### src/hdl/rc4_stream_cipher_assert.svh
// Assertion macros for the RTL core; clk_i and rst_ni are taken from the enclosing module.
`ifndef RC4_STREAM_CIPHER_ASSERT_SVH
`define RC4_STREAM_CIPHER_ASSERT_SVH

// Same-cycle implication.
`define RC4_ASSERT_IMP(lbl, ante, cons) \
  lbl: assert property (@(posedge clk_i) disable iff (!rst_ni) (ante) |-> (cons)) \
    else $error("rc4: same-cycle check failed");

// Next-cycle implication.
`define RC4_ASSERT_NXT(lbl, ante, cons) \
  lbl: assert property (@(posedge clk_i) disable iff (!rst_ni) (ante) |=> (cons)) \
    else $error("rc4: next-cycle check failed");

`endif

### src/hdl/rc4_pkg.sv
package rc4_pkg;

  localparam int unsigned MaxKeyBytes = 256;
  localparam int unsigned PermSize    = 256;
  localparam int unsigned ByteW       = 8;

  typedef logic [ByteW-1:0] byte_t;

  typedef enum logic [3:0] {
    ST_IDLE,
    ST_FILL,
    ST_K0,
    ST_K1,
    ST_K2,
    ST_K3,
    ST_DONE,
    ST_G1,
    ST_G2,
    ST_G3
  } step_e;

  typedef enum logic [1:0] {
    RD_I_NEXT,
    RD_N,
    RD_J_NEW,
    RD_T
  } rd_sel_e;

  typedef enum logic [2:0] {
    WR_NONE,
    WR_FILL,
    WR_N_SJ,
    WR_J_SI,
    WR_I_SJ
  } wr_sel_e;

  typedef enum logic [2:0] {
    SEQ_DISPATCH,
    SEQ_NEXT,
    SEQ_LOOP,
    SEQ_FINISH,
    SEQ_RETURN
  } seq_e;

  typedef struct packed {
    rd_sel_e rd_sel;
    wr_sel_e wr_sel;
    logic    ld_j;
    logic    add_key;
    logic    ld_sj;
    logic    adv_n;
    logic    adv_k;
    logic    emit;
    seq_e    seq;
    step_e   target;
  } ctrl_t;

  function automatic ctrl_t ucode(step_e s);
    ctrl_t c;
    c = '{rd_sel: RD_I_NEXT, wr_sel: WR_NONE, ld_j: 1'b0, add_key: 1'b0, ld_sj: 1'b0,
          adv_n: 1'b0, adv_k: 1'b0, emit: 1'b0, seq: SEQ_NEXT, target: ST_IDLE};
    case (s)
      ST_IDLE: begin
        c.seq = SEQ_DISPATCH;
      end
      ST_FILL: begin
        c.wr_sel = WR_FILL;
        c.adv_n  = 1'b1;
        c.seq    = SEQ_LOOP;
        c.target = ST_FILL;
      end
      ST_K0: begin
        c.rd_sel = RD_N;
      end
      ST_K1: begin
        c.rd_sel  = RD_J_NEW;
        c.ld_j    = 1'b1;
        c.add_key = 1'b1;
      end
      ST_K2: begin
        c.ld_sj  = 1'b1;
        c.wr_sel = WR_N_SJ;
      end
      ST_K3: begin
        c.wr_sel = WR_J_SI;
        c.adv_n  = 1'b1;
        c.adv_k  = 1'b1;
        c.seq    = SEQ_LOOP;
        c.target = ST_K0;
      end
      ST_DONE: begin
        c.seq = SEQ_FINISH;
      end
      ST_G1: begin
        c.rd_sel = RD_J_NEW;
        c.ld_j   = 1'b1;
      end
      ST_G2: begin
        c.rd_sel = RD_T;
        c.ld_sj  = 1'b1;
        c.wr_sel = WR_I_SJ;
      end
      ST_G3: begin
        c.wr_sel = WR_J_SI;
        c.emit   = 1'b1;
        c.seq    = SEQ_RETURN;
      end
      default: begin
        c.seq = SEQ_RETURN;
      end
    endcase
    return c;
  endfunction

endpackage

### src/hdl/rc4_if.sv
interface rc4_in_if;
  logic                         valid;
  logic                         ready;
  logic                         kind;
  logic [rc4_pkg::ByteW-1:0]    key_byte;
  logic                         key_last;
  logic [rc4_pkg::ByteW-1:0]    data_byte;

  modport source (output valid, kind, key_byte, key_last, data_byte, input ready);
  modport sink (input valid, kind, key_byte, key_last, data_byte, output ready);
endinterface

interface rc4_out_if;
  logic                         valid;
  logic                         ready;
  logic [rc4_pkg::ByteW-1:0]    keystream_byte;
  logic [rc4_pkg::ByteW-1:0]    result_byte;
  logic                         no_key;

  modport source (output valid, keystream_byte, result_byte, no_key, input ready);
  modport sink (input valid, keystream_byte, result_byte, no_key, output ready);
endinterface

### src/hdl/rc4_ram.sv
module rc4_ram #(
  parameter int unsigned Width = rc4_pkg::ByteW,
  parameter int unsigned Depth = rc4_pkg::PermSize
) (
  input  logic                                  clk_i,
  input  logic                                  we_i,
  input  logic [(Depth > 1 ? $clog2(Depth) : 1)-1:0] waddr_i,
  input  logic [Width-1:0]                      wdata_i,
  input  logic [(Depth > 1 ? $clog2(Depth) : 1)-1:0] raddr_i,
  output logic [Width-1:0]                      rdata_o
);

  logic [Width-1:0] mem_q [Depth];

  always_ff @(posedge clk_i) begin
    if (we_i) begin
      mem_q[waddr_i] <= wdata_i;
    end
    rdata_o <= mem_q[raddr_i];
  end

endmodule

### src/hdl/rc4_stream_cipher.sv
// Channel  Dir  Payload                                     Handshake
// in_i     in   kind, key_byte, key_last, data_byte         valid/ready
// out_o    out  keystream_byte, result_byte, no_key         valid/ready
//
// A keyed data item passes through the idle step that takes it, which reads S[i], then G1, G2
// and G3: S[j] and S[S[i]+S[j]] follow, each a registered read, and G3 loads the result.
// The final key byte starts the schedule: a fill step per entry, then the swap steps K0..K3
// per entry and a closing step, during which no item is taken. Other items stay in idle.
// Reset leaves the core idle and unkeyed with an empty result register. Items are taken
// only in the idle step while the result register is empty or being drained.
module rc4_stream_cipher #(
  parameter int unsigned MAX_KEY_BYTES = rc4_pkg::MaxKeyBytes
) (
  input  logic      clk_i,
  input  logic      rst_ni,
  rc4_in_if.sink    in_i,
  rc4_out_if.source out_o
);

  localparam int unsigned KAW = (MAX_KEY_BYTES > 1) ? $clog2(MAX_KEY_BYTES) : 1;
  localparam int unsigned KCW = $clog2(MAX_KEY_BYTES + 1);
  localparam int unsigned PAW = $clog2(rc4_pkg::PermSize);

  rc4_pkg::step_e step_q, step_d;
  rc4_pkg::ctrl_t ctrl;

  logic [PAW-1:0] i_q, i_d, j_q, j_d, n_q, n_d;
  logic [KAW-1:0] k_q, k_d;
  logic [KCW-1:0] kcnt_q, kcnt_d, kcnt_base;
  logic           keyed_q, keyed_d, loading_q, loading_d;
  logic           out_valid_q, out_valid_d;

  rc4_pkg::byte_t si_q, sj_q, t_q, data_q, ks_q, res_q;
  logic           out_nokey_q;

  rc4_pkg::byte_t perm_rdata, key_rdata, j_sum, ks_byp;
  logic [PAW-1:0] perm_raddr, perm_waddr;
  rc4_pkg::byte_t perm_wdata;
  logic           perm_we, key_we;

  logic in_rdy, in_acc, out_pop, n_last, k_wrap;

  assign ctrl    = rc4_pkg::ucode(step_q);
  assign out_pop = out_valid_q && out_o.ready;
  assign in_rdy  = (step_q == rc4_pkg::ST_IDLE) && (!out_valid_q || out_o.ready);
  assign in_acc  = in_i.valid && in_rdy;
  assign n_last  = (n_q == PAW'(rc4_pkg::PermSize - 1));
  assign k_wrap  = ((KCW'(k_q) + KCW'(1)) == kcnt_q);

  assign kcnt_base = loading_q ? kcnt_q : '0;
  assign key_we    = in_acc && !in_i.kind && (kcnt_base < KCW'(MAX_KEY_BYTES));

  assign j_sum  = j_q + perm_rdata + (ctrl.add_key ? key_rdata : '0);
  assign ks_byp = (t_q == j_q) ? si_q : ((t_q == i_q) ? sj_q : perm_rdata);

  always_comb begin
    perm_raddr = i_q + PAW'(1);
    case (ctrl.rd_sel)
      rc4_pkg::RD_I_NEXT: perm_raddr = i_q + PAW'(1);
      rc4_pkg::RD_N:      perm_raddr = n_q;
      rc4_pkg::RD_J_NEW:  perm_raddr = j_sum;
      rc4_pkg::RD_T:      perm_raddr = si_q + perm_rdata;
      default:            perm_raddr = i_q + PAW'(1);
    endcase
  end

  always_comb begin
    perm_we    = 1'b1;
    perm_waddr = n_q;
    perm_wdata = perm_rdata;
    case (ctrl.wr_sel)
      rc4_pkg::WR_NONE: perm_we = 1'b0;
      rc4_pkg::WR_FILL: begin
        perm_waddr = n_q;
        perm_wdata = n_q;
      end
      rc4_pkg::WR_N_SJ: begin
        perm_waddr = n_q;
        perm_wdata = perm_rdata;
      end
      rc4_pkg::WR_J_SI: begin
        perm_waddr = j_q;
        perm_wdata = si_q;
      end
      rc4_pkg::WR_I_SJ: begin
        perm_waddr = i_q;
        perm_wdata = perm_rdata;
      end
      default: perm_we = 1'b0;
    endcase
  end

  rc4_ram #(
    .Width (rc4_pkg::ByteW),
    .Depth (rc4_pkg::PermSize)
  ) u_perm_ram (
    .clk_i   (clk_i),
    .we_i    (perm_we),
    .waddr_i (perm_waddr),
    .wdata_i (perm_wdata),
    .raddr_i (perm_raddr),
    .rdata_o (perm_rdata)
  );

  rc4_ram #(
    .Width (rc4_pkg::ByteW),
    .Depth (MAX_KEY_BYTES)
  ) u_key_ram (
    .clk_i   (clk_i),
    .we_i    (key_we),
    .waddr_i (kcnt_base[KAW-1:0]),
    .wdata_i (in_i.key_byte),
    .raddr_i (k_q),
    .rdata_o (key_rdata)
  );

  always_comb begin
    step_d      = step_q;
    i_d         = i_q;
    j_d         = ctrl.ld_j ? j_sum : j_q;
    n_d         = ctrl.adv_n ? n_q + PAW'(1) : n_q;
    k_d         = k_q;
    kcnt_d      = kcnt_q;
    keyed_d     = keyed_q;
    loading_d   = loading_q;
    out_valid_d = out_pop ? 1'b0 : out_valid_q;

    if (ctrl.adv_k) begin
      k_d = k_wrap ? '0 : k_q + KAW'(1);
    end
    if (ctrl.emit) begin
      out_valid_d = 1'b1;
    end

    case (ctrl.seq)
      rc4_pkg::SEQ_DISPATCH: begin
        if (in_acc) begin
          if (!in_i.kind) begin
            loading_d = 1'b1;
            kcnt_d    = key_we ? kcnt_base + KCW'(1) : kcnt_base;
            if (in_i.key_last) begin
              step_d = rc4_pkg::ST_FILL;
              n_d    = '0;
              j_d    = '0;
              k_d    = '0;
            end
          end else if (keyed_q) begin
            i_d    = i_q + PAW'(1);
            step_d = rc4_pkg::ST_G1;
          end else begin
            out_valid_d = 1'b1;
          end
        end
      end
      rc4_pkg::SEQ_NEXT: step_d = rc4_pkg::step_e'(step_q + 4'd1);
      rc4_pkg::SEQ_LOOP: begin
        step_d = n_last ? rc4_pkg::step_e'(step_q + 4'd1) : ctrl.target;
      end
      rc4_pkg::SEQ_FINISH: begin
        i_d       = '0;
        j_d       = '0;
        keyed_d   = 1'b1;
        loading_d = 1'b0;
        step_d    = rc4_pkg::ST_IDLE;
      end
      rc4_pkg::SEQ_RETURN: step_d = rc4_pkg::ST_IDLE;
      default:             step_d = rc4_pkg::ST_IDLE;
    endcase
  end

  always_ff @(posedge clk_i or negedge rst_ni) begin
    if (!rst_ni) begin
      step_q      <= rc4_pkg::ST_IDLE;
      i_q         <= '0;
      j_q         <= '0;
      n_q         <= '0;
      k_q         <= '0;
      kcnt_q      <= '0;
      keyed_q     <= 1'b0;
      loading_q   <= 1'b0;
      out_valid_q <= 1'b0;
    end else begin
      step_q      <= step_d;
      i_q         <= i_d;
      j_q         <= j_d;
      n_q         <= n_d;
      k_q         <= k_d;
      kcnt_q      <= kcnt_d;
      keyed_q     <= keyed_d;
      loading_q   <= loading_d;
      out_valid_q <= out_valid_d;
    end
  end

  always_ff @(posedge clk_i) begin
    if (ctrl.ld_j) begin
      si_q <= perm_rdata;
    end
    if (ctrl.ld_sj) begin
      sj_q <= perm_rdata;
      t_q  <= si_q + perm_rdata;
    end
    if (in_acc) begin
      data_q <= in_i.data_byte;
    end
    if (in_acc && in_i.kind && !keyed_q) begin
      ks_q        <= '0;
      res_q       <= in_i.data_byte;
      out_nokey_q <= 1'b1;
    end else if (ctrl.emit) begin
      ks_q        <= ks_byp;
      res_q       <= data_q ^ ks_byp;
      out_nokey_q <= 1'b0;
    end
  end

  assign in_i.ready           = in_rdy;
  assign out_o.valid          = out_valid_q;
  assign out_o.keystream_byte = ks_q;
  assign out_o.result_byte    = res_q;
  assign out_o.no_key         = out_nokey_q;

`include "rc4_stream_cipher_assert.svh"

  `RC4_ASSERT_NXT(a_data_starts_gen, in_acc && in_i.kind && keyed_q, step_q == rc4_pkg::ST_G1)
  `RC4_ASSERT_NXT(a_gen_emits, step_q == rc4_pkg::ST_G3, out_valid_q && !out_nokey_q)
  `RC4_ASSERT_IMP(a_nokey_unkeyed, out_valid_q && out_nokey_q, !keyed_q)
  `RC4_ASSERT_IMP(a_count_cap, loading_q, kcnt_q <= KCW'(MAX_KEY_BYTES))

endmodule

### src/flat_wrapper.sv
// flat-port wrapper written by rule: the top's interface ports become plain ports
module rc4_stream_cipher_flat 
#(
  parameter int unsigned MAX_KEY_BYTES = rc4_pkg::MaxKeyBytes
)
  (clk_i, rst_ni, in_i_valid, in_i_kind, in_i_key_byte, in_i_key_last, in_i_data_byte, in_i_ready, out_o_valid, out_o_keystream_byte, out_o_result_byte, out_o_no_key, out_o_ready);
  rc4_in_if in_i_i ();
  rc4_out_if out_o_i ();
  input  logic clk_i;
  input  logic rst_ni;
  input wire logic [$bits(in_i_i.valid)-1:0] in_i_valid;
  input wire logic [$bits(in_i_i.kind)-1:0] in_i_kind;
  input wire logic [$bits(in_i_i.key_byte)-1:0] in_i_key_byte;
  input wire logic [$bits(in_i_i.key_last)-1:0] in_i_key_last;
  input wire logic [$bits(in_i_i.data_byte)-1:0] in_i_data_byte;
  output wire logic [$bits(in_i_i.ready)-1:0] in_i_ready;
  output wire logic [$bits(out_o_i.valid)-1:0] out_o_valid;
  output wire logic [$bits(out_o_i.keystream_byte)-1:0] out_o_keystream_byte;
  output wire logic [$bits(out_o_i.result_byte)-1:0] out_o_result_byte;
  output wire logic [$bits(out_o_i.no_key)-1:0] out_o_no_key;
  input wire logic [$bits(out_o_i.ready)-1:0] out_o_ready;
  assign in_i_i.valid = in_i_valid;
  assign in_i_i.kind = in_i_kind;
  assign in_i_i.key_byte = in_i_key_byte;
  assign in_i_i.key_last = in_i_key_last;
  assign in_i_i.data_byte = in_i_data_byte;
  assign in_i_ready = in_i_i.ready;
  assign out_o_valid = out_o_i.valid;
  assign out_o_keystream_byte = out_o_i.keystream_byte;
  assign out_o_result_byte = out_o_i.result_byte;
  assign out_o_no_key = out_o_i.no_key;
  assign out_o_i.ready = out_o_ready;
  rc4_stream_cipher #(.MAX_KEY_BYTES(MAX_KEY_BYTES)) u_core (.clk_i(clk_i), .rst_ni(rst_ni), .in_i(in_i_i), .out_o(out_o_i));
endmodule
### config.mk
export PLATFORM = sky130hd
export DESIGN_NAME = rc4_stream_cipher_flat
export DESIGN_NICKNAME = d
export VERILOG_FILES = /design/src/hdl/rc4_pkg.sv /design/src/hdl/rc4_if.sv /design/src/hdl/rc4_ram.sv /design/src/hdl/rc4_stream_cipher.sv /design/src/flat_wrapper.sv
export VERILOG_INCLUDE_DIRS = /design/src /design/src/hdl
export SDC_FILE = /design/constraint.sdc
export NUM_CORES = 2
export LEC_CHECK = 0
export BUFFER_PORTS_ARGS = -buffer_cell sky130_fd_sc_hd__buf_4
export CAP_MARGIN = 20
export CORE_ASPECT_RATIO = 0.75
export CORE_UTILIZATION = 60
export DETAILED_ROUTE_END_ITERATION = 7
export PLACE_DENSITY_LB_ADDON = 0.3
export SYNTH_ARGS = -nofsm -noshare
export SYNTH_HDL_FRONTEND = slang
export SYNTH_SLANG_ARGS = --single-unit
### constraint.sdc
create_clock -name clk_i -period 7 [get_ports clk_i]
set_input_delay 1.4 -clock clk_i [delete_from_list [all_inputs] [get_ports clk_i]]
set_output_delay 1.4 -clock clk_i [all_outputs]
set_load 0.02 [all_outputs]
; Yosys cells after proc, flatten, opt, wreduce, memory -nomap -nowiden
; Memory sizes are Yosys's and may differ from the RTL's. A register that Yosys moved wholly into a read port is not among the register bits.
; Cells that the tools add are included.
[classes]
addsub = 9
n_lt_le_gt_ge = 1
n_eq_ne = 29
mux = 60
n_bitwise = 2
reduce_logical = 26
[ops]
columns = op, count
row1 = 8-bit two-way mux, 23
row2 = 8-bit one-hot mux with 2 select lines, 4
row3 = 8-bit one-hot mux with 4 select lines, 1
row4 = 8-bit by 1-bit adder with 8-bit output (second input constant), 3
row5 = 8-bit adder, 3
row6 = 3-bit one-hot mux with 4 select lines, 2
row7 = 4-bit two-way mux, 5
row8 = 1-bit two-way mux, 19
row9 = 9-bit two-way mux, 2
row10 = 4-bit by 3-bit == test with 1-bit output (second input constant), 4
row11 = 8-bit == test, 2
row12 = 3-bit by 2-bit == test with 1-bit output (second input constant), 4
row13 = 4-bit one-hot mux with 3 select lines, 1
row14 = 8-bit by 1-bit adder with 9-bit output (second input constant), 1
row15 = 9-bit by 1-bit adder with 9-bit output (second input constant), 1
row16 = 9-bit == test, 1
row17 = 9-bit less-than comparator (second input constant), 1
row18 = 3-bit AND reduction, 3
row19 = 4-bit by 2-bit == test with 1-bit output (second input constant), 2
row20 = 4-bit == test (second input constant), 2
row21 = 8-bit == test (second input constant), 1
row22 = 2-bit OR reduction, 4
row23 = 8-bit bitwise XOR, 1
row24 = 1-bit logical AND, 7
row25 = other kinds (23), 30
[totals]
register_bits = 97
ram_bits = 4096
input_bits = 22
elab_cells = 145
n_memories = 2
[mem_list]
columns = memory, words, word_bits, rd, rd_clocked_by_memory_dff, write_ports, line
row1 = u_core.u_key_ram.mem_q, 256, 8, 1, 1, 1, rc4_ram.sv:13  ; logic [Width-1:0] mem_q [Depth];
row2 = u_core.u_perm_ram.mem_q, 256, 8, 1, 1, 1, rc4_ram.sv:13

; Logic depth before layout (Yosys ltp)
[depth]
word_depth = 9
mapped_depth = 23

; Cells and area by module
; A second synthesis with hierarchy kept.
[unflattened]
cells_unflattened = 8154
area_unflattened_um2 = 165391.1
[modules_own_cells]
columns = mod, instances, cells_per_inst, area_each_um2, seq_area_each_um2
row1 = rc4_ram, 2, 3733, 79556.3, 61659.1
row2 = rc4_stream_cipher, 1, 688, 6278.5, 2582.5

; Worst setup path before layout
; Ideal clock, no wire load.
[synth_path]
path_kind = register to register
from = register u_core.step_q[0]
to = memory u_core.u_perm_ram.mem_q[0][0] (netlist name), data pin
setup_ns = 0.821
arrival_time_ns = 4.969
t_required_ns = 6.179
slack_ns = 1.211
stages_incl_launch_ff = 11
path_cell_list = dfrtp_1 -> inv_1 -> ha_1 -> clkbuf_1 -> nor2b_1 -> o21a_1 -> clkbuf_1 -> clkbuf_1 -> nor2_1 -> nand2_1 -> nand2_1
[synth_between]
elab_chain_len = 5
[synth_lines]
columns = element, line
row1 = from (decl), rc4_stream_cipher.sv:24  ; rc4_pkg::step_e step_q, step_d;
row2 = from (signal assigned), rc4_stream_cipher.sv:173  ; step_q <= rc4_pkg::ST_IDLE;
row3 = from (signal assigned), rc4_stream_cipher.sv:183  ; step_q <= step_d;
row4 = 4-bit by 3-bit == test with 1-bit output / 4-bit == test (equally long branches), rc4_pkg.sv:62  ; case (s)
row5 = 2-bit OR reduction (no line), -
row6 = 3-bit one-hot mux with 4 select lines *, rc4_pkg.sv:62
row7 = 3-bit by 2-bit == test with 1-bit output / 3-bit by 1-bit == test with 1-bit output (equally long branches), rc4_stream_cipher.sv:71  ; case (ctrl.wr_sel)
row8 = 8-bit one-hot mux with 2 select lines *, rc4_stream_cipher.sv:71
row9 = named net u_core.perm_wdata[0], rc4_stream_cipher.sv:38  ; rc4_pkg::byte_t perm_wdata;
row10 = to (decl), rc4_ram.sv:13
; Mark *: on every way through the listed nets, which the timed path passes. The rest lies on a longest branch.

; Worst setup path after layout
[layout_path]
from = register u_core.step_q[2]
to = register u_core.u_perm_ram.rdata_o[7] (read register of u_core.u_perm_ram.mem_q)
[layout_between]
elab_chain_len = 5
[layout_lines]
columns = element, line
row1 = 4-bit by 2-bit == test with 1-bit output / 4-bit by 3-bit == test with 1-bit output (equally long branches), rc4_pkg.sv:62
row2 = 1-bit two-way mux / 2-bit OR reduction (equally long branches), -
row3 = 8-bit two-way mux / 2-bit one-hot mux with 3 select lines (equally long branches), "rc4_stream_cipher.sv:53, rc4_pkg.sv:62"
row4 = 8-bit adder (tied with other cells), rc4_stream_cipher.sv:53  ; assign j_sum = j_q + perm_rdata + (ctrl.add_key ? key_rdata : '0);
row5 = 8-bit one-hot mux with 4 select lines *, rc4_stream_cipher.sv:58  ; case (ctrl.rd_sel)
row6 = to (decl), rc4_ram.sv:10  ; output logic [Width-1:0] rdata_o
; Every way passes the cells marked *; elsewhere a longest branch is shown, timed or not.
; A chain may end at the register's enable or synchronous reset.

==> impl_metrics.yaml <==
outcome:
  outcome: "complete, but fails checks"
  violations: "DRC"
clock_tree:
  cts.path.max_buffers: 4
  numCtsBuffers: 388
  cts_tree: "yes"
  cts_max_level: 5
  cts_hold_buf: 0
  post_cts_buffers: 0
  clock_latency_ps: 920
  cts_num_sinks: 4209
  clkTransAtPathRegs_ps: 70
  root_buffer: "clkbuf_16"
  cts_resized: 0
sta:
  tightest_slew_ps: 1460
  post-route-period-util_pct: 97.4
  fin_worst_skew_ps: 66.8
  holdWs_ps: 458
  fmax_mhz: 147
  hold_viol: 0
  finalMaxSlewViolations: 0
  rsz0062_at_grt: "no"
  fin_setup_tns_ps: 0
  finalSetupViolations: 0
  fin_crit_ps: 6820
  relSlewSlack_pct: 2.59
critical_path:
  crit_type: "reg2reg"
  crit_top_cell: "fa_1"
  critPathSlowestCell: "a2111oi_0"
  regToRegStartpoint: "u_core.step_q[2]$_DFFE_PN0P_"
  cp_num_buf_inv: 1
  cp-start-kind: "flip-flop"
  critPathMaxStageDelay_ps: 1140
  critical_path.endpoint_type: "flip-flop"
  crit_chain: "buf_4, nor2_1, and3_1, fa_1, ha_1, fa_1, a211oi_1, nor3b_1, o32ai_1, a22oi_1, and2_1, nand2_1, nor4_1, a2111oi_0, a22o_1"
  crit_start: "u_core.step_q[2]$_DFFE_PN0P_"
  path_max_fanout: 19
  path_delay_family: "compound AO/OA/AOI/OAI gates"
  cp.arrival_ps: 7670
  regToRegSetupSlack_ps: 180
  cp.required_ps: 7850
floorplan:
  die-height_microns: 458
  initial_utilization_pct: 60.4
  dieWidth_microns: 611
  dieArea_sq_mm: 0.280
  rows: 167
  io-pin-count: 41
  core-area_sq_mm: 0.276
pwr:
  pwr-share-clk_pct: 23.6
  power_leakage_nw: 57.7
  p_seq_share_pct: 36.6
  ir_worst_vdd_mv: 0.749
  p_sw_share_pct: 38.3
  power_density_mw_per_mm2: 477
  internal_power_w: 0.0540
  power_switching_w: 0.0336
  p_comb_share_pct: 39.8
grt:
  grt_pass1_wl_mm: 626
  overflow: 0
  antenna_found_initial: 26
  grt_max_degree: 204
  grt.total_usage_pct: 31.1
  first_global_vias: 87500
synthesis:
  syn-num-nets: 9274
  ys_warn_count: 0
  syn_area_per_cell_sq_um: 18.1
  yosysSeqAreaShare_pct: 75.5
  synth.distinct_cells: 82
  syn_inst: 9219
  synth_edf_count: 4136
  ys_ff_latch: 4209
  synth_flop_cell: "edfxtp_1"
  async_reset_ff_share_pct: 1.14
  syn-cell-area_sq_mm: 0.167
placed_design:
  hpwlAfterDp_mm: 258
  placed_cells: 12600
  globalplace.congestion: 0.997
  io_buffers: 40
  place_area_sq_mm: 0.171
route:
  viasPerCell: 6.88
  drt-total-wl_mm: 436
  detailroute.via_count: 91400
  drtAntennaViolNets: 0
  dr.first_iter.drc_count: 15700
  firstDrtPassIters: 8
  wl_per_cell_microns: 32.8
  drc: 1
cells_and_area:
  layout.nets: 9312
  mostFrequentLayoutCells: "4136 x edfxtp_1, 1195 x nand2_1, 871 x mux4_2, 600 x nor2_1, 563 x nand3_1"
  postLayoutCoreUtil_pct: 66.5
  final_common_cell: "edfxtp_1"
  area_growth_pct: 10.1
  finalInstanceArea_sq_mm: 0.184
  fin_cells: 13300
  drive_gt1_share_pct: 17.5
run:
  cap_violations: 0
hold_path:
  hp-class: "reg2reg"
  hp-start: "u_core.out_o.no_key$_SDFFE_PP1P_"
## power by group through the flow
stage | logic (W) | clock network [W] | registers [W]
after floorplan | 0.0206 | 0 | 0.0330
after global placement | 0.0332 | 0 | 0.0325
after detailed placement | 0.0336 | 0 | 0.0325
after CTS | 0.0338 | 0.0207 | 0.0320
after global routing | 0.0360 | 0.0217 | 0.0320
final | 0.0349 | 0.0206 | 0.0320
## final cells by class
type,count,area [sq um]
fillers,17500,92600
flip-flops and latches,4209,126000
repair buffers,232,2450
inverters,50,188
diodes,2,5.00
well taps,3718,4650
clock inverters,222,1850
multi-input cells,4376,38300
clock buffers,479,10300
## cell usage after synthesis, drive strengths merged, types with 38 or more instances
cell / instances / area share (%)
a21oi: 107 / 0.33
a22oi: 88 / 0.40
a311oi: 152 / 0.80
a31oi: 38 / 0.15
and3: 82 / 0.31
buf: 271 / 0.87
clkbuf: 313 / 0.70
dfrtp: 48 / 0.72
edfxtp: 4136 / 75
inv: 50 / 0.11
mux2i: 161 / 0.97
mux4: 871 / 12
nand2: 1205 / 2.7
nand3: 574 / 1.7
nor2: 604 / 1.4
o22ai: 45 / 0.17
xnor2: 47 / 0.25
## through the flow
stage                     power [W]  setup slack [ps]
final                        0.0875               182
after global routing         0.0897               212
after CTS                    0.0865               565
after detailed placement     0.0661               622
after global placement       0.0656               655
after floorplan              0.0536              1210
## flip-flops by register name (all words and copies together), names as in the netlist, 4 cells and up
name and flops:
u_core.sj_q 8, u_core.i_q 8, u_core.si_q 8, u_core.u_perm_ram.mem_q 2048, u_core.kcnt_q 9, u_core.step_q 4
u_core.u_perm_ram.rdata_o 8, u_core.u_key_ram.mem_q 2048, u_core.out_o.result_byte 8, u_core.n_q 8, u_core.out_o.keystream_byte 8, u_core.t_q 8
u_core.k_q 8, u_core.j_q 8, u_core.data_q 8, u_core.u_key_ram.rdata_o 8
## worst paths after layout
| check | end | depth (start not counted) |
|---|---|---|
| min in group asynchronous | u_core.kcnt_q[4]$_DFFE_PN0P_ | 1 |
| worst min-delay path | u_core.out_o.no_key$_SDFFE_PP1P_ | 2 |
| worst max register to register | u_core.u_perm_ram.rdata_o[7]$_DFF_P_ | 15 |
| worst max-delay path | u_core.u_perm_ram.rdata_o[7]$_DFF_P_ | 15 |
| max in group asynchronous | u_core.k_q[0]$_DFF_PN0_ | 1 |
| worst min register to register | u_core.out_o.no_key$_SDFFE_PP1P_ | 2 |
## metal layers
| metal | GRT usage (%) | vias up | wire [microns] | part of all wire (%) |
|---|---|---|---|---|
| li1 | - | 36800 | - | - |
| met2 | 43.3 | 6821 | 187000 | 43 |
| met5 | 0 | - | 165 | 0.038 |
| met1 | 47.2 | 46900 | 168000 | 39 |
| met4 | 8.88 | 24 | 14100 | 3.2 |
| met3 | 10.7 | 909 | 66300 | 15 |
## worst register-to-register path, cell delays in order (launching register included)
cell       delay [ps]
dfrtp_1           360
buf_4             200
nor2_1            540
and3_1            280
fa_1              420
ha_1              230
fa_1              470
a211oi_1          340
nor3b_1           150
o32ai_1           590
a22oi_1           270
and2_1            550
nand2_1           730
nor4_1            210
a2111oi_0        1150
a22o_1            290
## cell families after synthesis
| logic type | synth area share [%] |
|---|---|
| and+or+nand+nor | 6.77 |
| AOI/OAI and AO/OA | 2.64 |
| adders and majority gates | 0.288 |
| DFF | 75.5 |
| xor gates and xnor gates | 0.347 |
| muxes | 12.7 |
| buffers and inverters | 1.68 |
Power figures use the tool's default switching activity.
